===== src/rtl/core/cau_pkg.sv =====
package cau_pkg;

  // Operation codes carried by an input transaction.
  typedef enum logic [2:0] {
    OP_ADD  = 3'd0,
    OP_SUB  = 3'd1,
    OP_MUL  = 3'd2,
    OP_DIV  = 3'd3,
    OP_MAG  = 3'd4,
    OP_CONJ = 3'd5,
    OP_SQRT = 3'd6
  } op_t;

  // Result status codes.
  typedef enum logic [1:0] {
    ST_OK       = 2'd0,
    ST_DIV_ZERO = 2'd1,
    ST_SAT      = 2'd2
  } status_t;

  // Depth of the queue between the front and the back.
  localparam int QDEPTH = 4;
  localparam int QPTR_W = $clog2(QDEPTH);
  localparam int QCNT_W = $clog2(QDEPTH + 1);

  // Iterations of the shared divide and root steps.
  localparam int STEPS  = 32;
  localparam int STEP_W = $clog2(STEPS);

  // Limits of a 32-bit signed result, held in wide signed form.
  localparam logic signed [65:0] RES_MAX = 66'sh0_7FFF_FFFF;
  localparam logic signed [65:0] RES_MIN = ~RES_MAX;

  // Classified item as it sits in the queue.
  typedef struct packed {
    op_t                op;
    logic               is_long;
    logic signed [31:0] ar;
    logic signed [31:0] ai;
    logic signed [31:0] br;
    logic signed [31:0] bi;
  } item_t;

  // One finished result.
  typedef struct packed {
    logic signed [31:0] re;
    logic signed [31:0] im;
    status_t            status;
  } res_t;

  // Work handed from the back to the iterative unit.
  typedef struct packed {
    op_t                op;
    logic signed [31:0] ar;
    logic               ai_neg;
    logic signed [65:0] num_re;
    logic signed [65:0] num_im;
    logic [63:0]        sumsq;
  } seq_req_t;

  typedef struct packed {
    logic start;
    logic ack;
  } seq_ctl_t;

  typedef struct packed {
    logic idle;
    logic done;
  } seq_stat_t;

  typedef struct packed {
    logic               ovf;
    logic signed [31:0] val;
  } sat_t;

  // Working pair of the bitwise integer square root.
  typedef struct packed {
    logic [63:0] v;
    logic [63:0] r;
  } root_t;

  // Clamp a wide signed value to the 32-bit range and flag the clamp.
  function automatic sat_t saturate(input logic signed [65:0] v);
    sat_t s;
    s.ovf = 1'b0;
    s.val = v[31:0];
    if (v > RES_MAX) begin
      s.ovf = 1'b1;
      s.val = RES_MAX[31:0];
    end else if (v < RES_MIN) begin
      s.ovf = 1'b1;
      s.val = RES_MIN[31:0];
    end
    return s;
  endfunction

  // One step of the integer square root; probe walks down two bits a step.
  function automatic root_t root_step(input root_t x, input logic [63:0] probe);
    root_t      y;
    logic [64:0] trial;
    trial = {1'b0, x.r} + {1'b0, probe};
    if ({1'b0, x.v} >= trial) begin
      y.v = x.v - trial[63:0];
      y.r = (x.r >> 1) + probe;
    end else begin
      y.v = x.v;
      y.r = x.r >> 1;
    end
    return y;
  endfunction

  // One restoring division step: returns the quotient bit over the new remainder.
  function automatic logic [64:0] div_step(input logic [63:0] rem, input logic [63:0] dvs,
                                           input logic inb);
    logic [64:0] t;
    logic [64:0] diff;
    t    = {rem, inb};
    diff = t - {1'b0, dvs};
    if (t >= {1'b0, dvs}) begin
      return {1'b1, diff[63:0]};
    end
    return {1'b0, t[63:0]};
  endfunction

endpackage


===== src/rtl/core/cau_front.sv =====
module cau_front import cau_pkg::*; (
  input  logic        in_valid,
  input  logic [2:0]  op,
  input  logic [31:0] a_re,
  input  logic [31:0] a_im,
  input  logic [31:0] b_re,
  input  logic [31:0] b_im,
  input  logic        q_full,
  output logic        in_stall,
  output logic        push,
  output item_t       item
);

  logic dz;

  // Classify the transaction: long operations go to the iterative unit.
  always_comb begin
    dz            = (b_re == 32'd0) && (b_im == 32'd0);
    item.op       = op_t'(op);
    item.ar       = a_re;
    item.ai       = a_im;
    item.br       = b_re;
    item.bi       = b_im;
    case (op_t'(op))
      OP_DIV:          item.is_long = !dz;
      OP_MAG, OP_SQRT: item.is_long = 1'b1;
      default:         item.is_long = 1'b0;
    endcase
  end

  // Accept whenever the queue has room.
  assign in_stall = q_full;
  assign push     = in_valid && !q_full;

endmodule


===== config.mk =====
export PLATFORM = sky130hd
export DESIGN_NAME = cau_front
export DESIGN_NICKNAME = d
export VERILOG_FILES = /design/src/rtl/core/cau_pkg.sv /design/src/rtl/core/cau_front.sv
export SDC_FILE = /design/constraint.sdc
export NUM_CORES = 1
export LEC_CHECK = 0
export BUFFER_PORTS_ARGS = -buffer_cell sky130_fd_sc_hd__buf_2
export CAP_MARGIN = 40
export CORE_AREA = 2 2 104 106
export DETAILED_ROUTE_END_ITERATION = 10
export DIE_AREA = 0 0 106 108
export GPL_TIMING_DRIVEN = 0
export PLACE_DENSITY = 0.5
export SLEW_MARGIN = 25
export SYNTH_ARGS = -nofsm -noshare
export SYNTH_HDL_FRONTEND = slang
export SYNTH_SLANG_ARGS = --single-unit

===== constraint.sdc =====
create_clock -name vclk -period 2
set_clock_uncertainty 0.05 [all_clocks]
set_input_delay 0.2 -clock vclk [all_inputs]
set_output_delay 0.2 -clock vclk [all_outputs]
set_load 0.05 [all_outputs]

Word level (Yosys, flattened, before mapping)
Cells that the tools add are included.

Bits in registers: 0. Input port bits: 133. Output and inout bits: 134. Word-level logic and storage cells: 11.

Equality and inequality tests: 3. Muxes and demuxes: 1. Reductions and logical operators: 7.

Operators with widths (number): zero test 32 bit (2); equality test 3 bit (second input constant) (2); equality test 3 x 2 -> 1 bit (second input constant) (1); logical AND 1 bit (2); zero test 1 bit (2); case mux 1 bit (2 select lines) (1); OR reduction 2 bit (1).

Depth between registers and ports, before layout
Depth after elaboration: 4. Depth in mapped cells: 4. Gate-level depth less buffers: 4.

Least setup slack after synthesis
Ideal clock, no wire load.

Path kind: input-to-output. Start point: in b_re[0]. End point: out item[128] (netlist bit). Data arrival time: 1201 ps. Required time: 1750 ps. Slack: 549 ps. Stages on the path: 4. Path buffers: 0. Path through: nor4_1 > nand4_1 > nor4_1 > o22ai_1.

RTL lines: start, declared (line cau_front.sv:6) `input logic [31:0] b_re,`; end, declared (line cau_front.sv:11) `output item_t item`.

==> out/metrics.csv <==
metric,value,unit
status,completed,
fin crit share,0.859,
cells along the critical path,"buf_2, nor4_2, nand4_1, nor4_1, o22ai_1, buf_2",
worst path arrival time,1.47,ns
wire per inst,9.45,µm
DR iter-0 viols,21,
Routability Congestion,0.706,
Setup Crit Path Kind,in -> out,
Clock buffer cells,0,
Crit path depth,6,
dominant cell by count in the synthesized netlist,buf_4,
Final Instance Area,2360,µm²
final slew viol count,0,
grt ovf,0,
largest net degree at the start of global routing,4,
footprint of the multi-input gates,174,µm²
Mapped Cells,157,
filler cell count,1114,
WL final,4.70,mm
min cycle time layout,1.72,ns
Peak VDD IR,0.000209,V
vias in the first global route,1409,
Die Width,106,µm
Die Area,11400,µm²
Layout Cells excl Fill,497,
Setup Viol. Count Final,0,
CP Launch Type,input port,
"top cells by area, synth","buf_4, nor4_1, nand4_1",
CP max stage delay,0.34,ns
share of the synthesized area in the top cell type,0.862,
final core utilization,0.230,
Ports,267,
Post CTS Setup Buffer Count,0,
Hold Path Class,in -> out,
Worst Path Buf+Inv,2,
final hold vios,0,
distinct cell type count after synthesis,8,
Layout area overhead,105,%
drt first pass iters,2,
die height,108,µm
YS warnings,0,
Seq. cell area,0,µm²
Avg Inst Size Synth,7.32,µm²
nature of the critical path endpoint,output pin,
initial antenna violation count,2,
max_slew headroom,0.775,
Initial Util,0.112,
power per standard cell area,398,nW/µm²
Via density,3.25,
slowest CP cell,nor4_2,
Hold Path Origin,a_re[9],
Fin Setup TNS,0,ns
"area leader, netlist",buf_4,
hold depth,2,
share of cells above drive strength 1,0.942,
"Req. time, crit path",1.75,ns
first-pass GRT wire length,6.20,mm
Worst Hold End,item[105],
Synth top cells by count,"buf_4, nor4_1, nand4_1",
Area after DPL,2340,µm²
RSZ-0062 raised after global routing,no,
DP Wirelength,4.61,mm
"critical path fanouts, max",2,
Nets,495,
DRC,0,
Post-CTS Hold Buffers,0,
final antenna-violating net count,0,
dpl cells,496,
"Seq/Total Area, Yosys",0,
Leak Pwr,1.45,nW
DR vias,1617,
Max Cap Viol,0,
Seq Cell Count,0,
GRT Util Overall,0.0665,
Top Family by Delay on Critical Path,simple AND/OR/NAND/NOR gates,
core area,10200,µm²
Buffers on Ports,203,
Worst Max-Slew Pin Slew,0.335,ns
Highest Clock Rate,0.582,GHz
CP dominant cell by count,buf_2,
synthesized area,1150,µm²
row count,37,
post-synth net total,290,
-- power by group --
| group | switching, W | internal (W) | leakage, nW | total, W |
|---|---|---|---|---|
| registers | 0 | 0 | 0 | 0 |
| clock network | 0 | 0.0000000000669 | 0.00000634 | 0.0000000000669 |
| logic | 0.000632 | 0.000307 | 1.45 | 0.000938 |
| total | 0.000632 | 0.000307 | 1.45 | 0.000938 |
-- how the worst max path moves through the flow --
stage	startpoint	endpoint
after floorplan	b_re[0]	item[128]
after global placement	b_im[20]	item[128]
after detailed placement	b_im[20]	item[128]
after CTS	b_im[14]	item[128]
after global routing	b_im[20]	item[128]
final	b_im[14]	item[128]
-- through the flow --
step / hold WS [ns] / worst slack (ns) / power, W
6_report: 0.651 / 0.282 / 0.000938
5_1_grt: 0.653 / 0.0611 / 0.000980
4_1_cts: 0.652 / 0.0717 / 0.000945
3_5_place_dp: 0.652 / -0.0693 / 0.000942
3_3_place_gp: 0.652 / -0.0800 / 0.000940
2_1_floorplan: 0.517 / 0.549 / 0.000730
-- kinds of logic after synthesis --
kind of cell / share of synthesized area
buf+inv: 0.865
simple gates: 0.129
compound gates: 0.00544
-- per-layer routing --
layer / wire length (µm) / up-vias / GRT usage
li1: - / 796 / -
met1: 1260 / 665 / 0.0574
met2: 2610 / 152 / 0.152
met3: 812 / 2 / 0.0223
met4: 0 / 2 / 0
met5: 13 / - / 0
-- area by class of cell --
| type | count | area share |
|---|---|---|
| repair buffers | 203 | 0.431 |
| plain buffers | 132 | 0.420 |
| multi-input cells | 24 | 0.0738 |
| well taps | 136 | 0.0722 |
| inverters | 1 | 0.00159 |
| diodes | 1 | 0.00106 |
-- cell usage in the layout, fill, tap and decap left out --
cell / netlist / routed
inv_1: 1 / 1
nand3_1: 1 / 1
diode_2: 0 / 1
nor4_1: 16 / 13
o22ai_1: 1 / 1
buf_2: 0 / 203
nor4_2: 1 / 4
buf_4: 132 / 132
nor2b_1: 1 / 1
nand4_1: 4 / 4
-- repair_timing --
action                     CTS  global route
gates resized for setup      1             2
pin swaps                    0             0
setup endpoints to repair    1             1
No activity file was read; power rests on OpenSTA's default activity.
