<file path="config.mk">
export PLATFORM = sky130hd
export DESIGN_NAME = cau_queue
export DESIGN_NICKNAME = d
export VERILOG_FILES = /design/src/rtl/core/cau_pkg.sv /design/src/rtl/core/cau_queue.sv
export SDC_FILE = /design/constraint.sdc
export NUM_CORES = 1
export LEC_CHECK = 0
export BUFFER_PORTS_ARGS = -buffer_cell sky130_fd_sc_hd__clkbuf_2
export CORE_ASPECT_RATIO = 1.5
export CORE_MARGIN = 2
export CORE_UTILIZATION = 57
export DETAILED_ROUTE_END_ITERATION = 6
export MAX_ROUTING_LAYER = met4
export PLACE_DENSITY = 0.88
export SYNTH_ARGS = -nofsm -noshare
export SYNTH_HDL_FRONTEND = slang
export SYNTH_SLANG_ARGS = --single-unit
export TNS_END_PERCENT = 20
</file>
<file path="constraint.sdc">
create_clock -name clk -period 5.2 [get_ports clk]
set_input_delay 1.3 -clock clk [delete_from_list [all_inputs] [get_ports clk]]
set_output_delay 1.3 -clock clk [all_outputs]
set_load 0.01 [all_outputs]
</file>
<file path="src/rtl/core/cau_pkg.sv">
package cau_pkg;

  // Operation codes carried by an input transaction.
  typedef enum logic [2:0] {
    OP_ADD  = 3'd0,
    OP_SUB  = 3'd1,
    OP_MUL  = 3'd2,
    OP_DIV  = 3'd3,
    OP_MAG  = 3'd4,
    OP_CONJ = 3'd5,
    OP_SQRT = 3'd6
  } op_t;

  // Result status codes.
  typedef enum logic [1:0] {
    ST_OK       = 2'd0,
    ST_DIV_ZERO = 2'd1,
    ST_SAT      = 2'd2
  } status_t;

  // Depth of the queue between the front and the back.
  localparam int QDEPTH = 4;
  localparam int QPTR_W = $clog2(QDEPTH);
  localparam int QCNT_W = $clog2(QDEPTH + 1);

  // Iterations of the shared divide and root steps.
  localparam int STEPS  = 32;
  localparam int STEP_W = $clog2(STEPS);

  // Limits of a 32-bit signed result, held in wide signed form.
  localparam logic signed [65:0] RES_MAX = 66'sh0_7FFF_FFFF;
  localparam logic signed [65:0] RES_MIN = ~RES_MAX;

  // Classified item as it sits in the queue.
  typedef struct packed {
    op_t                op;
    logic               is_long;
    logic signed [31:0] ar;
    logic signed [31:0] ai;
    logic signed [31:0] br;
    logic signed [31:0] bi;
  } item_t;

  // One finished result.
  typedef struct packed {
    logic signed [31:0] re;
    logic signed [31:0] im;
    status_t            status;
  } res_t;

  // Work handed from the back to the iterative unit.
  typedef struct packed {
    op_t                op;
    logic signed [31:0] ar;
    logic               ai_neg;
    logic signed [65:0] num_re;
    logic signed [65:0] num_im;
    logic [63:0]        sumsq;
  } seq_req_t;

  typedef struct packed {
    logic start;
    logic ack;
  } seq_ctl_t;

  typedef struct packed {
    logic idle;
    logic done;
  } seq_stat_t;

  typedef struct packed {
    logic               ovf;
    logic signed [31:0] val;
  } sat_t;

  // Working pair of the bitwise integer square root.
  typedef struct packed {
    logic [63:0] v;
    logic [63:0] r;
  } root_t;

  // Clamp a wide signed value to the 32-bit range and flag the clamp.
  function automatic sat_t saturate(input logic signed [65:0] v);
    sat_t s;
    s.ovf = 1'b0;
    s.val = v[31:0];
    if (v > RES_MAX) begin
      s.ovf = 1'b1;
      s.val = RES_MAX[31:0];
    end else if (v < RES_MIN) begin
      s.ovf = 1'b1;
      s.val = RES_MIN[31:0];
    end
    return s;
  endfunction

  // One step of the integer square root; probe walks down two bits a step.
  function automatic root_t root_step(input root_t x, input logic [63:0] probe);
    root_t      y;
    logic [64:0] trial;
    trial = {1'b0, x.r} + {1'b0, probe};
    if ({1'b0, x.v} >= trial) begin
      y.v = x.v - trial[63:0];
      y.r = (x.r >> 1) + probe;
    end else begin
      y.v = x.v;
      y.r = x.r >> 1;
    end
    return y;
  endfunction

  // One restoring division step: returns the quotient bit over the new remainder.
  function automatic logic [64:0] div_step(input logic [63:0] rem, input logic [63:0] dvs,
                                           input logic inb);
    logic [64:0] t;
    logic [64:0] diff;
    t    = {rem, inb};
    diff = t - {1'b0, dvs};
    if (t >= {1'b0, dvs}) begin
      return {1'b1, diff[63:0]};
    end
    return {1'b0, t[63:0]};
  endfunction

endpackage

</file>
<file path="src/rtl/core/cau_queue.sv">
module cau_queue import cau_pkg::*; (
  input  logic  clk,
  input  logic  rst,
  input  logic  push,
  input  item_t din,
  input  logic  pop,
  output logic  full,
  output logic  valid,
  output item_t head
);

  item_t             mem [QDEPTH];
  logic [QPTR_W-1:0] wr_ptr;
  logic [QPTR_W-1:0] rd_ptr;
  logic [QCNT_W-1:0] count;

  assign full  = (count == QCNT_W'(QDEPTH));
  assign valid = (count != '0);
  assign head  = mem[rd_ptr];

  // Pointer and fill tracking.
  always_ff @(posedge clk) begin
    if (rst) begin
      wr_ptr <= '0;
      rd_ptr <= '0;
      count  <= '0;
    end else begin
      if (push) wr_ptr <= wr_ptr + QPTR_W'(1);
      if (pop)  rd_ptr <= rd_ptr + QPTR_W'(1);
      case ({push, pop})
        2'b10:   count <= count + QCNT_W'(1);
        2'b01:   count <= count - QCNT_W'(1);
        default: count <= count;
      endcase
    end
  end

  // Entry storage.
  always_ff @(posedge clk) begin
    if (push) mem[wr_ptr] <= din;
  end

endmodule

</file>
; After elaboration in Yosys (flattened, before gate mapping)
; Memories as Yosys holds them, arrays and structs flattened. A register that Yosys moved wholly into a read port is not among the register bits.
; Cells that the tools add are included.
[word_totals]
wordCells = 18
ff_bits = 7
in_bits = 136
mem_count = 1
ramBits = 528
output_inout_bits = 134
[classes]
n_eq_ne = 3
addsub = 4
n_reduce_logical = 2
mux = 5
[memory_table]
columns = name, depth, word_bits, rd, rd_ports_with_merged_regs, write_ports, line
row1 = mem, 4, 132, 1, 1, 1, cau_queue.sv:12  ; item_t mem [QDEPTH];
[op_table]
columns = operator, count
row1 = $pmux 3 s2, 1
row2 = $add 2x1->2 const B, 2
row3 = $mux 2, 2
row4 = $add 3x1->3 const B, 1
row5 = $eq 3x3->1 const B, 1
row6 = $reduce_bool 3->1, 1
row7 = $sub 3x1->3 const B, 1
row8 = $eq 2x1->1 const B, 1
row9 = $eq 2x2->1 const B, 1
row10 = $mux 1, 2
row11 = $reduce_bool 2->1, 1

; Longest topological paths before layout
; Gate-level depths: netlist of run 1.
[logic_depth]
word_depth = 3
mapped_depth = 7
mapped_depth_nobuf = 7

; Least setup slack after synthesis of run 1
; OpenSTA, ideal clock, no wires.
[synth_path]
kind = input to register
from = in push
to = mem mem[0][0] (netlist bit), enable pin
t_arrival_ns = 4.322
setup_slack_ns = 0.372
n_path_buf = 0
path_stages = 1
setup_time_ns = 0.506
cell_sequence = and2_1
[synth_between]
elab_chain_len = 2
[synth_rtl]
columns = element, line
row1 = "start, declared", cau_queue.sv:4  ; input logic push,
row2 = $mux 1, cau_queue.sv:40  ; if (push) mem[wr_ptr] <= din;
row3 = $mux 1 (implied by the code), cau_queue.sv:40
row4 = "end, declared", cau_queue.sv:12
; No other way between the ends.

==> flow_metrics.tcl, run 1 <==
set metrics [dict create \
    cts_resized 0 \
    max_freq_mhz 257 \
    final_common_cell "edfxtp_1" \
    drt_first_pass_iters 6 \
    r2r_end "mem[0][2]" \
    core_area_um2 33500 \
    postCtsSetupBuffers 0 \
    io_pins 270 \
    drive_above_1_share 0.454 \
    ctsHoldBuffers 0 \
    min_period_ns 3.88 \
    crit_type "reg -> out" \
    path_cells "buf_4 > mux4_2 > clkbuf_2" \
    dpl.hpwl_mm 22.0 \
    htreeDepth 2 \
    hold_depth 2 \
    drt-initial-drc-count 596 \
    whs_ns 0.511 \
    critPathBufInv 2 \
    grt_setup_unrepaired "no" \
    hold_path_end "count[2]" \
    start_util 0.580 \
    synth_area_um2 19500 \
    die_h_um 230 \
    grt_pass1_vias 9724 \
    cts_buffers 46 \
    slew_viol_final 0 \
    total_power_mw 9.24 \
    ff_latch_area_um2 16000 \
    cp_max_fo 67 \
    yosysWarningCount 0 \
    slowest_delay_ns 1.03 \
    holdCritStartpoint "count[2]" \
    end_kind "output pin" \
    worst_ep_required_time_ns 3.90 \
    cpLargestDelayFamily "flip-flops" \
    num_vias 8746 \
    synth_nets 879 \
    clkTransAtPathRegs_ns 0.07 \
    skew_ns 0.0149 \
    die_x_um 155 \
    grt_overflow 0 \
    die-area_um2 35700 \
    antenna_left 0 \
    rr_startpoint "wr_ptr[0]" \
    rows 82 \
    hold_path_class "reg -> reg" \
    leakage_nw 7.70 \
    nets 1178 \
    clkLatencyLatePin_ns 0.55 \
    grt_max_degree 70 \
    ctsLongestPathBuffers 3 \
    r2r_setup_slack_ns 2.93 \
    cp.arrival_ns 2.58 \
    slowest_stage "dfxtp_4" \
    cap_viol_max_count 0 \
    wl_per_cell_um 24.5 \
    status "completed" \
    grt_pass1_wl_mm 55.3 \
    peakVddDrop_uv 441 \
    cts_sinks 537 \
    fin_crit_sh 0.747 \
    final_cell_mix "edfxtp_1, clkbuf_2, mux4_2" \
    worst_pin_slew_ns 1.03 \
    ys_ff_latch 537 \
    grt_util_all_layers 0.216 \
    final_cell_area_um2 22800 \
    synthCells 737 \
    synth_seq_area_share 0.824 \
    cts_tree "done" \
    pwr_density_cell_nw_per_um2 405 \
    fillCellCount 1980 \
    multi_input_area_um2 3210 \
    cts_root_buf "clkbuf_16" \
    gp_congestion 0.743 \
    r2r_cells 4 \
    drc_errors 0 \
    antenna_found_initial 7 \
    syn_avg_cell_area_um2 26.4 \
    wl_mm 36.7 \
    setup_tns_ns 0 \
    yosysUniqueCellTypes 19 \
    hold_violations 0 \
    placed_area_um2 21300 \
    numPortBuffers 269 \
    area_growth_syn_to_layout_pct 17.2 \
    cp-start-kind "flop" \
    routed_via_density 5.83 \
    finalSetupViolCount 0 \
    relSlewSlack 0.314 \
]
## flip-flops by register name, summed over array words and instances (netlist names), named ones only
name and count:
mem 528, count 3, rd_ptr 2, wr_ptr 2
## layout make-up
class	instances	share of cell area
diodes	7	0.000768
clock buffers	56	0.0530
clock inverters	28	0.0114
inverters	6	0.000987
multi-input cells	163	0.141
flip-flops and latches	537	0.703
well taps	420	0.0230
repair buffers	282	0.0666
## cell usage after synthesis
| library cell | instances | area, um2 |
|---|---|---|
| edfxtp_1 | 528 | 15900 |
| mux4_2 | 132 | 2970 |
| buf_2 | 15 | 75.1 |
| buf_6 | 10 | 113 |
| dfxtp_1 | 9 | 180 |
| nor2_1 | 8 | 30.0 |
| clkbuf_1 | 6 | 22.5 |
| inv_1 | 6 | 22.5 |
| ha_1 | 5 | 62.6 |
| and2_1 | 4 | 25.0 |
| xor2_1 | 3 | 26.3 |
| a21oi_1 | 2 | 10.0 |
| or3_1 | 2 | 12.5 |
| xnor2_1 | 2 | 17.5 |
| and3_1 | 1 | 6.26 |
| fa_1 | 1 | 20.0 |
| mux2i_1 | 1 | 10.0 |
| nand2_1 | 1 | 3.75 |
| o21ai_0 | 1 | 5.00 |
## cells by family (layout without fill, tap and decap cells)
| logic type | count (synthesis) | after routing | synth area share |
|---|---|---|---|
| and+or+nand+nor | 16 | 16 | 0.00398 |
| adders and majority gates | 6 | 6 | 0.00424 |
| xor gates and xnor gates | 5 | 5 | 0.00225 |
| AOI/OAI and AO/OA | 3 | 3 | 0.000771 |
| buffers and inverters | 37 | 372 | 0.0120 |
| DFF | 537 | 537 | 0.824 |
| other | 0 | 7 | 0 |
| muxes | 133 | 133 | 0.153 |
## tightest hold or removal path, cell delays in order (launching register included)
cell,delay (ns)
dfxtp_1,0.33
o21ai_0,0.07
a21oi_1,0.06
## worst max-delay path by stage
| stage | slack [ns] | cells past startpoint | to |
|---|---|---|---|
| detailed placement | 1.83 | 3 | head[83] |
| global route | 1.15 | 3 | head[83] |
| global placement | 1.82 | 3 | head[83] |
| CTS | 1.23 | 3 | head[83] |
| floorplan | 0.37 | 1 | mem[0][0] |
| finish | 1.32 | 3 | head[83] |
## per-layer routing
metal | vias to the layer above | routed length [um] | GRT usage
met5 | - | 0 | -
met2 | 308 | 19900 | 0.376
li1 | 3781 | - | -
met4 | 0 | 1400 | 0.0914
met1 | 4570 | 13000 | 0.234
met3 | 87 | 2380 | 0.0554
## metrics by stage
step / std cells / utilization / worst slack, ns
4_1_cts: 1492 / 0.679 / 1.23
3_5_place_dp: 1408 / 0.636 / 1.83
6_report: 1499 / 0.680 / 1.32
2_1_floorplan: 737 / - / 0.372
3_3_place_gp: 1408 / 0.636 / 1.82
5_1_grt: 1499 / 0.680 / 1.15
## power breakdown
group          internal (mW)  switching (mW)  leakage [nW]
logic                  0.399           0.470          2.06
clock network           1.87            1.45         0.713
registers               4.97          0.0799          4.93
total                   7.24            2.00          7.70
Note: power is estimated with default switching activity, not from simulation.
==> run 2, diff against run 1 <==
Settings changed: ABC_AREA set to 1, CORE_UTILIZATION 57 to 52, PLACE_DENSITY 0.88 to 0.85.
Clock period 5.2 ns to 3.4 ns, I/O delays scaled along.
==> flow_metrics.tcl, run 2 <==
set metrics [dict create \
    synthCells 1334 \
    io_pins 270 \
    htreeDepth 2 \
    fin_cells 2126 \
    whs_ns 0.446 \
    core_area_um2 37700 \
    cts_sinks 537 \
    status "completed" \
    p_clk_frac 0.373 \
    dpl.hpwl_mm 25.9 \
    crit_type "reg -> out" \
    placed_area_um2 21800 \
    p_comb_frac 0.094 \
    drive_above_1_share 0.228 \
    power.internal_mw 11.1 \
    cts_resized 0 \
    area_growth_syn_to_layout_pct 17.9 \
    cp.arrival_ns 2.29 \
    synth_mux_area_frac 0 \
    largest_register_ffs 528 \
    fin_crit_sh 0.922 \
    gp_congestion 0.807 \
    synth_top_family_by_area "compound AO/OA/AOI/OAI gates" \
    skew_ns 0.0139 \
    post-place-ws_ns 0.868 \
    cap_viol_max_count 0 \
    pwr_density_cell_nw_per_um2 613 \
    start_util 0.527 \
    drt_first_pass_iters 5 \
    synth.most_common_cell "edfxtp_1" \
    swShare 0.226 \
    fillCellCount 2685 \
    min_period_ns 3.14 \
    final_common_cell "edfxtp_1" \
    antenna_found_initial 10 \
    hold_violations 0 \
    cts_tree "done" \
    drt-initial-drc-count 1084 \
    drc_errors 0 \
    grt_util_all_layers 0.231 \
    synth_nets 1476 \
    end_kind "output pin" \
    final_cell_area_um2 23400 \
    yosysUniqueCellTypes 19 \
    worst_ep_required_time_ns 2.55 \
    yosysWarningCount 0 \
    num_vias 12400 \
    synth_compound_area_frac 0.111 \
    synth_simple_gate_area_frac 0.0532 \
    synth-edff-count 528 \
    multi_input_area_um2 3340 \
    wl_mm 45.0 \
    clkTransAtPathRegs_ns 0.06 \
    ff_latch_area_um2 16000 \
    yosys.area.top_type_share 0.798 \
    wl_per_cell_um 21.2 \
    post-route-util 0.622 \
    slew_viol_final 0 \
    grt_overflow 0 \
    antenna_left 0 \
    peakVddDrop_uv 512 \
    grt_max_degree 154 \
    postCtsSetupBuffers 0 \
    hold_path_class "reg -> reg" \
    die-area_um2 39800 \
    power.switching_mw 3.24 \
    p_seq_frac 0.532 \
    clkLatencyLatePin_ns 0.56 \
    leakage_nw 8.20 \
    relSlewSlack 0.540 \
    ys_ff_latch 537 \
    numPlacedInstances 2031 \
    synth-xor-area-share 0 \
    worst_pin_slew_ns 0.690 \
    cts_buffers 47 \
    fin_ws_ns 0.265 \
    nets 1733 \
    ctsHoldBuffers 0 \
    synth_top_area_cell "edfxtp_1" \
    finalSetupViolCount 0 \
    cp-start-kind "flop" \
    cts_root_buf "clkbuf_16" \
    synth.cells.most_frequent "edfxtp_1, nor2_1, o21ai_0" \
    synthFlopType "edfxtp_1" \
    synth_area_um2 19900 \
    routed_via_density 5.81 \
    synth.area.top_cells "edfxtp_1, nor2_1, o22ai_1" \
    grt_setup_unrepaired "no" \
    ctsLongestPathBuffers 3 \
    grt_pass1_vias 12700 \
    die_h_um 243 \
    largest_register "mem" \
    synthArstFlopShare 0 \
    rows 87 \
    max_freq_mhz 319 \
    numPortBuffers 269 \
    syn_avg_cell_area_um2 14.9 \
    synth_seq_area_share 0.807 \
    final_cell_mix "edfxtp_1, clkbuf_2, nor2_1" \
    cp_max_fo 49 \
    synth_fa_ha_area_frac 0.00416 \
    grt_pass1_wl_mm 68.4 \
    top_regs "mem x528, count x3" \
    die_x_um 164 \
]
==> run 2: worst paths after layout <==
| check | start | endpoint | cells after the start | slack [ns] |
|---|---|---|---|---|
| setup / recovery | flop | head[76] | 4 | 0.26 |
| hold / removal | rd_ptr[1] | flop | 1 | 0.45 |
| setup reg to reg | wr_ptr[0] | mem[0][111] | 5 | 1.56 |
| hold reg to reg | rd_ptr[1] | flop | 1 | 0.45 |
==> run 2: kinds of logic (layout without fill, tap and decap cells) <==
group / Yosys count / after routing
other: 0 / 10
AOI/OAI and AO/OA: 407 / 407
DFF: 537 / 537
adders and majority gates: 6 / 6
and+or+nand+nor: 280 / 280
buffers and inverters: 104 / 397
==> run 2: power groups by stage <==
stage	Combinational (mW)	Clock [mW]	Sequential (mW)
floorplan	0.717	0	7.78
global placement	1.30	0	7.76
detailed placement	1.35	0	7.78
CTS	1.36	5.42	7.64
global route	1.48	5.66	7.65
finish	1.35	5.36	7.64
==> run 2: stage by stage <==
stage | setup TNS [ns] | power, mW
2_1_floorplan | -202.23 | 8.50
3_3_place_gp | 0 | 9.06
3_5_place_dp | 0 | 9.13
4_1_cts | 0 | 14.4
5_1_grt | 0 | 14.8
6_report | 0 | 14.3
==> run 2: cell type report <==
class	count	area share
flip-flops and latches	537	0.685
well taps	489	0.0261
clock buffers	59	0.0540
multi-input cells	693	0.143
diodes	10	0.00107
inverters	18	0.00411
clock inverters	26	0.0123
repair buffers	294	0.0746
==> run 2: critical path, stage by stage, from the launching register on <==
cell and delay, ns:
dfxtp_4 0.52, buf_4 0.52, o21ai_0 0.26, o22ai_1 0.21
clkbuf_2 0.16
==> run 2: metal layers <==
metal,GRT usage,vias to the layer above,wire [um]
li1,-,5598,-
met1,0.256,6062,16000
met2,0.395,564,23500
met3,0.0516,126,3520
met4,0.111,0,1980
met5,-,-,0
