`src/rtl/core/cau_pkg.sv`:
```
package cau_pkg;

  // Operation codes carried by an input transaction.
  typedef enum logic [2:0] {
    OP_ADD  = 3'd0,
    OP_SUB  = 3'd1,
    OP_MUL  = 3'd2,
    OP_DIV  = 3'd3,
    OP_MAG  = 3'd4,
    OP_CONJ = 3'd5,
    OP_SQRT = 3'd6
  } op_t;

  // Result status codes.
  typedef enum logic [1:0] {
    ST_OK       = 2'd0,
    ST_DIV_ZERO = 2'd1,
    ST_SAT      = 2'd2
  } status_t;

  // Depth of the queue between the front and the back.
  localparam int QDEPTH = 4;
  localparam int QPTR_W = $clog2(QDEPTH);
  localparam int QCNT_W = $clog2(QDEPTH + 1);

  // Iterations of the shared divide and root steps.
  localparam int STEPS  = 32;
  localparam int STEP_W = $clog2(STEPS);

  // Limits of a 32-bit signed result, held in wide signed form.
  localparam logic signed [65:0] RES_MAX = 66'sh0_7FFF_FFFF;
  localparam logic signed [65:0] RES_MIN = ~RES_MAX;

  // Classified item as it sits in the queue.
  typedef struct packed {
    op_t                op;
    logic               is_long;
    logic signed [31:0] ar;
    logic signed [31:0] ai;
    logic signed [31:0] br;
    logic signed [31:0] bi;
  } item_t;

  // One finished result.
  typedef struct packed {
    logic signed [31:0] re;
    logic signed [31:0] im;
    status_t            status;
  } res_t;

  // Work handed from the back to the iterative unit.
  typedef struct packed {
    op_t                op;
    logic signed [31:0] ar;
    logic               ai_neg;
    logic signed [65:0] num_re;
    logic signed [65:0] num_im;
    logic [63:0]        sumsq;
  } seq_req_t;

  typedef struct packed {
    logic start;
    logic ack;
  } seq_ctl_t;

  typedef struct packed {
    logic idle;
    logic done;
  } seq_stat_t;

  typedef struct packed {
    logic               ovf;
    logic signed [31:0] val;
  } sat_t;

  // Working pair of the bitwise integer square root.
  typedef struct packed {
    logic [63:0] v;
    logic [63:0] r;
  } root_t;

  // Clamp a wide signed value to the 32-bit range and flag the clamp.
  function automatic sat_t saturate(input logic signed [65:0] v);
    sat_t s;
    s.ovf = 1'b0;
    s.val = v[31:0];
    if (v > RES_MAX) begin
      s.ovf = 1'b1;
      s.val = RES_MAX[31:0];
    end else if (v < RES_MIN) begin
      s.ovf = 1'b1;
      s.val = RES_MIN[31:0];
    end
    return s;
  endfunction

  // One step of the integer square root; probe walks down two bits a step.
  function automatic root_t root_step(input root_t x, input logic [63:0] probe);
    root_t      y;
    logic [64:0] trial;
    trial = {1'b0, x.r} + {1'b0, probe};
    if ({1'b0, x.v} >= trial) begin
      y.v = x.v - trial[63:0];
      y.r = (x.r >> 1) + probe;
    end else begin
      y.v = x.v;
      y.r = x.r >> 1;
    end
    return y;
  endfunction

  // One restoring division step: returns the quotient bit over the new remainder.
  function automatic logic [64:0] div_step(input logic [63:0] rem, input logic [63:0] dvs,
                                           input logic inb);
    logic [64:0] t;
    logic [64:0] diff;
    t    = {rem, inb};
    diff = t - {1'b0, dvs};
    if (t >= {1'b0, dvs}) begin
      return {1'b1, diff[63:0]};
    end
    return {1'b0, t[63:0]};
  endfunction

endpackage

```
`src/rtl/core/cau_seq.sv`:
```
module cau_seq import cau_pkg::*; #(
  parameter int FRAC_BITS = 16
) (
  input  logic      clk,
  input  logic      rst,
  input  seq_ctl_t  ctl,
  input  seq_req_t  req,
  output seq_stat_t stat,
  output res_t      res
);

  localparam int                SHR     = 32 - FRAC_BITS;
  localparam int                HALF_SH = FRAC_BITS - 1;
  localparam logic [STEP_W-1:0] LAST    = STEP_W'(STEPS - 1);
  localparam logic [63:0]       TOP     = 64'h4000_0000_0000_0000;

  typedef enum logic [3:0] {
    S_IDLE, S_DPREP, S_DCHK, S_DRUN, S_ROOT, S_HALF, S_ROOT2, S_FIN, S_DONE
  } state_t;

  state_t             state;
  op_t                op;
  logic signed [31:0] ar;
  logic               ai_neg;
  logic signed [65:0] num_re;
  logic signed [65:0] num_im;
  logic               neg_re;
  logic               neg_im;
  logic [63:0]        mag_re;
  logic [63:0]        mag_im;
  logic [63:0]        dvs;
  logic [63:0]        rem_re;
  logic [63:0]        rem_im;
  logic [31:0]        feed_re;
  logic [31:0]        feed_im;
  logic [31:0]        q_re;
  logic [31:0]        q_im;
  logic               ovf_re;
  logic               ovf_im;
  root_t              eng_a;
  root_t              eng_b;
  logic [63:0]        probe;
  logic [STEP_W-1:0]  cnt;

  root_t              step_a;
  root_t              step_b;
  logic [64:0]        dstep_re;
  logic [64:0]        dstep_im;
  logic signed [65:0] abs_re;
  logic signed [65:0] abs_im;
  logic [63:0]        hi_re;
  logic [63:0]        hi_im;
  logic signed [34:0] m35;
  logic signed [34:0] mx;
  logic signed [34:0] nx;
  logic [63:0]        mx_sh;
  logic [63:0]        nx_sh;
  logic [32:0]        qm_re;
  logic [32:0]        qm_im;
  logic signed [65:0] v_re;
  logic signed [65:0] v_im;
  sat_t               s_re;
  sat_t               s_im;
  res_t               fin_res;

  // Step logic of the shared divider and root engines.
  always_comb begin
    step_a   = root_step(eng_a, probe);
    step_b   = root_step(eng_b, probe);
    dstep_re = div_step(rem_re, dvs, feed_re[31]);
    dstep_im = div_step(rem_im, dvs, feed_im[31]);
    abs_re   = num_re[65] ? -num_re : num_re;
    abs_im   = num_im[65] ? -num_im : num_im;
    hi_re    = mag_re >> SHR;
    hi_im    = mag_im >> SHR;
    m35      = $signed({3'b000, eng_a.r[31:0]});
    mx       = m35 + 35'(ar);
    nx       = m35 - 35'(ar);
    mx_sh    = {30'd0, mx[33:0]} << HALF_SH;
    nx_sh    = {30'd0, nx[33:0]} << HALF_SH;
  end

  // Final result forming and saturation.
  always_comb begin
    qm_re = ovf_re ? 33'h1_0000_0000 : {1'b0, q_re};
    qm_im = ovf_im ? 33'h1_0000_0000 : {1'b0, q_im};
    case (op)
      OP_DIV: begin
        v_re = neg_re ? -$signed({33'd0, qm_re}) : $signed({33'd0, qm_re});
        v_im = neg_im ? -$signed({33'd0, qm_im}) : $signed({33'd0, qm_im});
      end
      OP_MAG: begin
        v_re = $signed({2'b00, eng_a.r});
        v_im = '0;
      end
      default: begin
        v_re = $signed({2'b00, eng_a.r});
        v_im = ai_neg ? -$signed({2'b00, eng_b.r}) : $signed({2'b00, eng_b.r});
      end
    endcase
    s_re           = saturate(v_re);
    s_im           = saturate(v_im);
    fin_res.re     = s_re.val;
    fin_res.im     = s_im.val;
    fin_res.status = (s_re.ovf || s_im.ovf) ? ST_SAT : ST_OK;
  end

  assign stat.idle = (state == S_IDLE);
  assign stat.done = (state == S_DONE);

  // Sequencer: divide runs prep, check and the bit steps; roots run one or two passes.
  always_ff @(posedge clk) begin
    if (rst) begin
      state <= S_IDLE;
    end else begin
      case (state)
        S_IDLE: begin
          if (ctl.start) begin
            op     <= req.op;
            ar     <= req.ar;
            ai_neg <= req.ai_neg;
            num_re <= req.num_re;
            num_im <= req.num_im;
            dvs    <= req.sumsq;
            eng_a  <= '{v: req.sumsq, r: 64'd0};
            probe  <= TOP;
            cnt    <= '0;
            state  <= (req.op == OP_DIV) ? S_DPREP : S_ROOT;
          end
        end
        S_DPREP: begin
          neg_re <= num_re[65];
          neg_im <= num_im[65];
          mag_re <= abs_re[63:0];
          mag_im <= abs_im[63:0];
          state  <= S_DCHK;
        end
        S_DCHK: begin
          ovf_re  <= (hi_re >= dvs);
          ovf_im  <= (hi_im >= dvs);
          rem_re  <= hi_re;
          rem_im  <= hi_im;
          feed_re <= {mag_re[31-FRAC_BITS:0], {FRAC_BITS{1'b0}}};
          feed_im <= {mag_im[31-FRAC_BITS:0], {FRAC_BITS{1'b0}}};
          q_re    <= '0;
          q_im    <= '0;
          cnt     <= '0;
          state   <= S_DRUN;
        end
        S_DRUN: begin
          rem_re  <= dstep_re[63:0];
          rem_im  <= dstep_im[63:0];
          q_re    <= {q_re[30:0], dstep_re[64]};
          q_im    <= {q_im[30:0], dstep_im[64]};
          feed_re <= feed_re << 1;
          feed_im <= feed_im << 1;
          cnt     <= cnt + STEP_W'(1);
          if (cnt == LAST) state <= S_FIN;
        end
        S_ROOT: begin
          eng_a <= step_a;
          probe <= probe >> 2;
          cnt   <= cnt + STEP_W'(1);
          if (cnt == LAST) state <= (op == OP_SQRT) ? S_HALF : S_FIN;
        end
        S_HALF: begin
          eng_a <= '{v: mx_sh, r: 64'd0};
          eng_b <= '{v: nx_sh, r: 64'd0};
          probe <= TOP;
          cnt   <= '0;
          state <= S_ROOT2;
        end
        S_ROOT2: begin
          eng_a <= step_a;
          eng_b <= step_b;
          probe <= probe >> 2;
          cnt   <= cnt + STEP_W'(1);
          if (cnt == LAST) state <= S_FIN;
        end
        S_FIN: begin
          res   <= fin_res;
          state <= S_DONE;
        end
        S_DONE: begin
          if (ctl.ack) state <= S_IDLE;
        end
        default: state <= S_IDLE;
      endcase
    end
  end

endmodule

```
`config.mk`:
```
export PLATFORM = sky130hd
export DESIGN_NAME = cau_seq
export DESIGN_NICKNAME = d
export VERILOG_FILES = /design/src/rtl/core/cau_pkg.sv /design/src/rtl/core/cau_seq.sv
export SDC_FILE = /design/constraint.sdc
export NUM_CORES = 2
export LEC_CHECK = 0
export BUFFER_PORTS_ARGS = -buffer_cell sky130_fd_sc_hd__buf_2
export CAP_MARGIN = 5
export CORE_MARGIN = 3
export CORE_UTILIZATION = 69
export CTS_CLUSTER_SIZE = 12
export DETAILED_ROUTE_END_ITERATION = 12
export GPL_TIMING_DRIVEN = 0
export PLACE_DENSITY = 0.88
export SYNTH_ARGS = -nofsm -noshare
export SYNTH_HDL_FRONTEND = slang
export SYNTH_SLANG_ARGS = --single-unit
export TNS_END_PERCENT = 5
```
`constraint.sdc`:
```
create_clock -name clk -period 34.3 [get_ports clk]
set_clock_uncertainty 0.15 [all_clocks]
set_input_delay 1.715 -clock clk [delete_from_list [all_inputs] [get_ports clk]]
set_output_delay 1.715 -clock clk [all_outputs]
set_load 0.02 [all_outputs]
```
Word-level counts from Yosys, hierarchy flattened
Index checks and enable logic that the tools add are counted.
{ "op_classes": {"eq_ne": 19, "n_lt_le_gt_ge": 10, "muxes": 42, "reduce_logical": 21, "bitwise": 1, "n_addsub": 16} }
{ "ops": {"columns": ["operator", "count"], "rows": [
  ["128-bit 2-to-1 mux", 3],
  ["128-bit case mux with 3 select lines", 1],
  ["66-bit 2-to-1 mux", 4],
  ["65-bit 2-to-1 mux", 4],
  ["128-bit case mux with 2 select lines", 1],
  ["32-bit case mux with 2 select lines", 4],
  ["64-bit case mux with 2 select lines", 2],
  ["64-bit subtractor", 4],
  ["33-bit 2-to-1 mux", 6],
  ["64-bit 2-to-1 mux", 3],
  ["64-bit case mux with 3 select lines", 1],
  ["66-bit by 32-bit > comparator with 1-bit output (second input constant)", 2],
  ["66-bit by 32-bit less-than comparator with 1-bit output (second input constant)", 2],
  ["33-bit negator with 66-bit output", 2],
  ["66-bit case mux with 2 select lines", 1],
  ["64-bit by 64-bit adder with 65-bit output", 2],
  ["64-bit by 65-bit greater-or-equal comparator with 1-bit output", 2],
  ["65-bit by 64-bit greater-or-equal comparator with 1-bit output", 2],
  ["63-bit by 64-bit adder with 64-bit output", 2],
  ["48-bit by 64-bit greater-or-equal comparator with 1-bit output", 2],
  ["64-bit negator", 2],
  ["64-bit negator with 66-bit output", 1],
  ["33-bit by 32-bit adder with 34-bit output", 1],
  ["33-bit by 32-bit subtractor with 34-bit output", 1],
  ["27 further kinds", 54]
]} }
{ "totals": {"out_inout_bits": 68, "register_bits": 1015} }

Longest topological paths before layout
{ "logic_depth": {"ltp_word": 9, "mapped_depth": 29, "ltp_nobuf": 27} }

Worst setup path before layout
No wires, ideal clock.
{ "synth_timing": {"path_type": "input to register", "from": "in rst", "to": "reg ai_neg, enable pin", "n_path_buf": 1, "arrival_ns": 17.409, "stages": 2, "slack_ns": 15.638, "path_cell_list": "clkbuf_1 > nor3_1"} }
{ "synth_via": {"elab_chain_cells": 2} }
{ "synth_rtl": {"columns": ["item", "line_no", "source"], "rows": [
  ["start, declared", "cau_seq.sv:5", "input logic rst,"],
  ["1-bit NOT (no source line)", null, null],
  ["3-bit AND reduction (no source line)", null, null],
  ["end signal, assigned", "cau_seq.sv:121", "ai_neg <= req.ai_neg;"],
  ["end, declared", "cau_seq.sv:24", "logic ai_neg;"]
]} }
Every way passes these cells.
A chain may end at the register's enable or synchronous reset.

Worst setup path after layout
{ "layout_timing": {"from": "reg probe[0]", "to": "reg eng_b[123] (netlist name), enable pin"} }
{ "layout_via": {"elab_chain_cells": 4} }
{ "layout_rtl": {"columns": ["item", "line_no", "source"], "rows": [
  ["start, declared", "cau_seq.sv:42", "logic [63:0] probe;"],
  ["start signal, assigned", "cau_seq.sv:162", "probe <= probe >> 2;"],
  ["start signal, assigned", "cau_seq.sv:176", "probe <= probe >> 2;"],
  ["64-bit by 64-bit adder with 65-bit output", "cau_pkg.sv:101", "trial = {1'b0, x.r} + {1'b0, probe};"],
  ["64-bit by 65-bit greater-or-equal comparator with 1-bit output", "cau_pkg.sv:102", "if ({1'b0, x.v} >= trial) begin"],
  ["2-bit != test (no source line)", null, null],
  ["3-bit AND reduction (no source line)", null, null],
  ["end signal, assigned", "cau_seq.sv:168", "eng_b <= '{v: nx_sh, r: 64'd0};"],
  ["end signal, assigned", "cau_seq.sv:175", "eng_b <= step_b;"],
  ["end, declared", "cau_seq.sv:41", "root_t eng_b;"]
]} }
Every way passes these cells.

==> impl_metrics.py <==
metrics = {
    "critical_path": {
        "worstSetupStartpointType": "register",
        "crit_required_ns": 34.54,
        "rrSetupSlack_ns": 23.53,
        "rr_worst_depth": 27,
        "path_max_fanout": 51,
        "cp_slowest_stage_delay_ns": 1.27,
        "worst_r2r_endpoint": "eng_b[123]$_SDFFCE_PN0P_",
        "crit_type": "register to register",
        "crit_arrival_ns": 11.02,
        "r2r-start": "probe[0]$_SDFFCE_PP0P_",
        "endpoint_kind": "register",
        "cp_slowest_cell": "nor4_1",
    },
    "final_layout": {
        "drive_above_1_share": 0.0784,
        "final_util": 0.768,
        "num-nets-final": 8883,
        "syn_to_final_growth_pct": 10.2,
    },
    "floorplanning": {
        "dieHeight_um": 327,
        "die-area_um2": 107000,
        "io_pins": 304,
        "die_x_um": 327,
        "rows": 117,
        "start_util": 0.697,
        "core-area_um2": 102000,
    },
    "global_route": {
        "grt_max_degree": 67,
        "grt_usage": 0.483,
        "overflow": 0,
        "grt_pass1_wl_mm": 390,
        "first_global_vias": 63800,
        "antenna_found_initial": 23,
    },
    "yosys": {
        "syn_avg_cell_area_um2": 9.34,
        "ys_top_cells_by_count": "edfxtp_1, nand2_1, o21ai_0, nor2_1, ha_1",
        "yosysUniqueCellTypes": 98,
        "synth-edff-count": 944,
        "yosysTopAreaCellShare": 0.398,
        "async_flop_share": 0,
        "ys.flop_type": "edfxtp_1",
        "yosysMostFrequentCell": "edfxtp_1",
        "synth.cell_area_um2": 71200,
        "synthTopCellsByArea": "edfxtp_1, ha_1, xnor2_1",
        "ys_ff_latch": 948,
        "ys_seq_area_frac": 0.399,
        "yosys_warnings": 0,
        "synth_nets": 8416,
        "netlist_instances": 7615,
        "synth_top_cell_by_area": "edfxtp_1",
    },
    "route": {
        "drt_pre_antenna_iters": 13,
        "num_vias": 67900,
        "drt_iter0_markers": 10700,
        "drc": 1,
        "ant_nets": 0,
        "vias_per_cell": 7.11,
        "post_drt_wl_per_cell_um": 28.0,
        "routed_wl_mm": 268,
    },
    "timing": {
        "hold_violations": 0,
        "setup_viol": 0,
        "rsz0062_at_grt": "no",
        "max_freq_mhz": 92.8,
        "setup_slack_ns": 23.53,
        "fin_crit_sh": 0.314,
        "slew_viol_final": 2,
        "slew_headroom": -0.0102,
        "layout_min_cycle_time_ns": 10.77,
        "finalSetupTns_ns": 0,
        "tightest_slew_ns": 1.50,
    },
    "hold_path": {
        "holdCritStartpoint": "num_im[65]$_DFFE_PP_",
        "holdPathStages": 0,
        "hold_path.class": "register to register",
        "hold-path-endpoint": "neg_im$_DFFE_PP_",
    },
    "place": {
        "portBuffers": 299,
        "dp_hpwl_mm": 208,
        "pre_cts_ws_ns": 24.42,
        "place_congestion": 1.07,
    },
    "cts": {
        "root_buffer": "clkbuf_16",
        "clockBufferDepth": 3,
        "cts_tree": "done",
        "cts_buffers": 104,
        "cts.sinks": 948,
        "post_cts_resized": 0,
        "cts_setup_buffers": 0,
        "htreeDepth": 3,
        "postCtsHoldBufs": 0,
        "clk_latency_ns": 0.72,
        "clk_pin_slew_ns": 0.06,
    },
    "outcome": {
        "violations": "design-rule violations, max-capacitance violations, max-slew violations",
        "status": "finished with violations",
    },
    "power_and_ir_drop": {
        "leakage_nw": 30.0,
        "powerDensity_nw_per_um2": 85.5,
        "peakVddDrop_mv": 0.131,
        "total_power_mw": 6.70,
    },
    "job": {
        "maxCapViolations": 1,
    },
}
[where the power goes]
part           switching [mW]  total (mW)  internal [mW]
Sequential              0.261        1.83           1.57
Combinational            2.45        3.76           1.31
Clock                   0.500        1.10          0.604
[layout by cell type, fill, tap and decap left out, types with 43 or more instances in the layout]
| master | instances |
|---|---|
| nand4_1 | 123 |
| or3_1 | 48 |
| o31ai_1 | 103 |
| nor2b_1 | 104 |
| mux2i_1 | 102 |
| and2_1 | 103 |
| edfxtp_1 | 944 |
| inv_1 | 247 |
| nand2b_1 | 99 |
| a21oi_1 | 508 |
| a211oi_1 | 98 |
| o21bai_1 | 101 |
| o21ai_0 | 639 |
| o41ai_1 | 43 |
| nand3_1 | 128 |
| a31oi_1 | 150 |
| nor2_1 | 569 |
| nand2_1 | 791 |
| o21a_1 | 48 |
| buf_2 | 304 |
| nor3_1 | 95 |
| a21o_1 | 171 |
| o22ai_1 | 46 |
| nor4_1 | 81 |
| and3_1 | 68 |
| ha_1 | 559 |
| xor2_1 | 290 |
| clkbuf_1 | 382 |
| clkbuf_16 | 105 |
| xnor2_1 | 471 |
[critical path: cells and delay by family, from the launching register on]
kind	cells	cell delay, ns
AND/OR/NAND/NOR	7	2.77
flip-flops	1	0.58
AO/OA/AOI/OAI	12	3.36
XOR/XNOR	1	0.15
buffers and inverters	4	2.24
adder cells (fa/ha/maj)	3	1.14
[sequential cells by signal (all words and copies together), names as in the netlist, 16 cells and up]
signal,flops
eng_a,128
eng_b,128
num_im,65
num_re,65
res,65
dvs,64
mag_im,64
mag_re,64
rem_im,64
rem_re,64
ar,32
probe,32
q_im,32
q_re,32
feed_im,16
feed_re,16
[cells by family after synthesis]
group / count (synthesis) / share of synthesized area
simple gates: 2381 / 0.162
compound gates: 2225 / 0.197
flops: 948 / 0.399
xor+xnor: 761 / 0.0937
buf+inv: 632 / 0.0337
fa+ha+maj: 565 / 0.100
mux: 102 / 0.0143
other cells: 1 / 0.0000527
[stage by stage]
step                area (um2)  hold slack [ns]  cells
floorplan                71200            0.274   7615
global placement         74400            0.283   9282
detailed placement       75200            0.282   9344
CTS                      78300            0.314   9529
global route             78400            0.321   9540
finish                   78400            0.320   9550
[layer usage]
| metal | GRT usage | part of all wire | up-vias |
|---|---|---|---|
| li1 | - | - | 29200 |
| met1 | 0.625 | 0.35 | 31800 |
| met2 | 0.681 | 0.40 | 5518 |
| met3 | 0.180 | 0.16 | 1291 |
| met4 | 0.313 | 0.082 | 10 |
| met5 | 0 | 0.00024 | - |
[how the worst max path moves through the flow]
stage,start,end,depth (start not counted)
finish,probe[0]$_SDFFCE_PP0P_,eng_b[123]$_SDFFCE_PN0P_,27
CTS,probe[0]$_SDFFCE_PP0P_,eng_b[79]$_DFFE_PP_,27
detailed placement,probe[0]$_SDFFCE_PP0P_,eng_b[93]$_DFFE_PP_,27
global placement,rst,num_re[28]$_DFFE_PP_,2
floorplan,rst,ai_neg$_DFFE_PP_,2
global route,probe[0]$_SDFFCE_PP0P_,eng_b[103]$_DFFE_PP_,27
[cell type report]
class	instances	area (um2)
Buffer	384	1470
Clock inverter	56	453
Timing Repair Buffer	361	2240
Fill cell	6960	23600
Clock buffer	129	2720
Tap cell	1368	1710
Sequential cell	948	28400
Multi-Input combinational cell	6035	40400
Antenna cell	21	52.6
Inverter	248	931
Power figures use the tool's default switching activity.
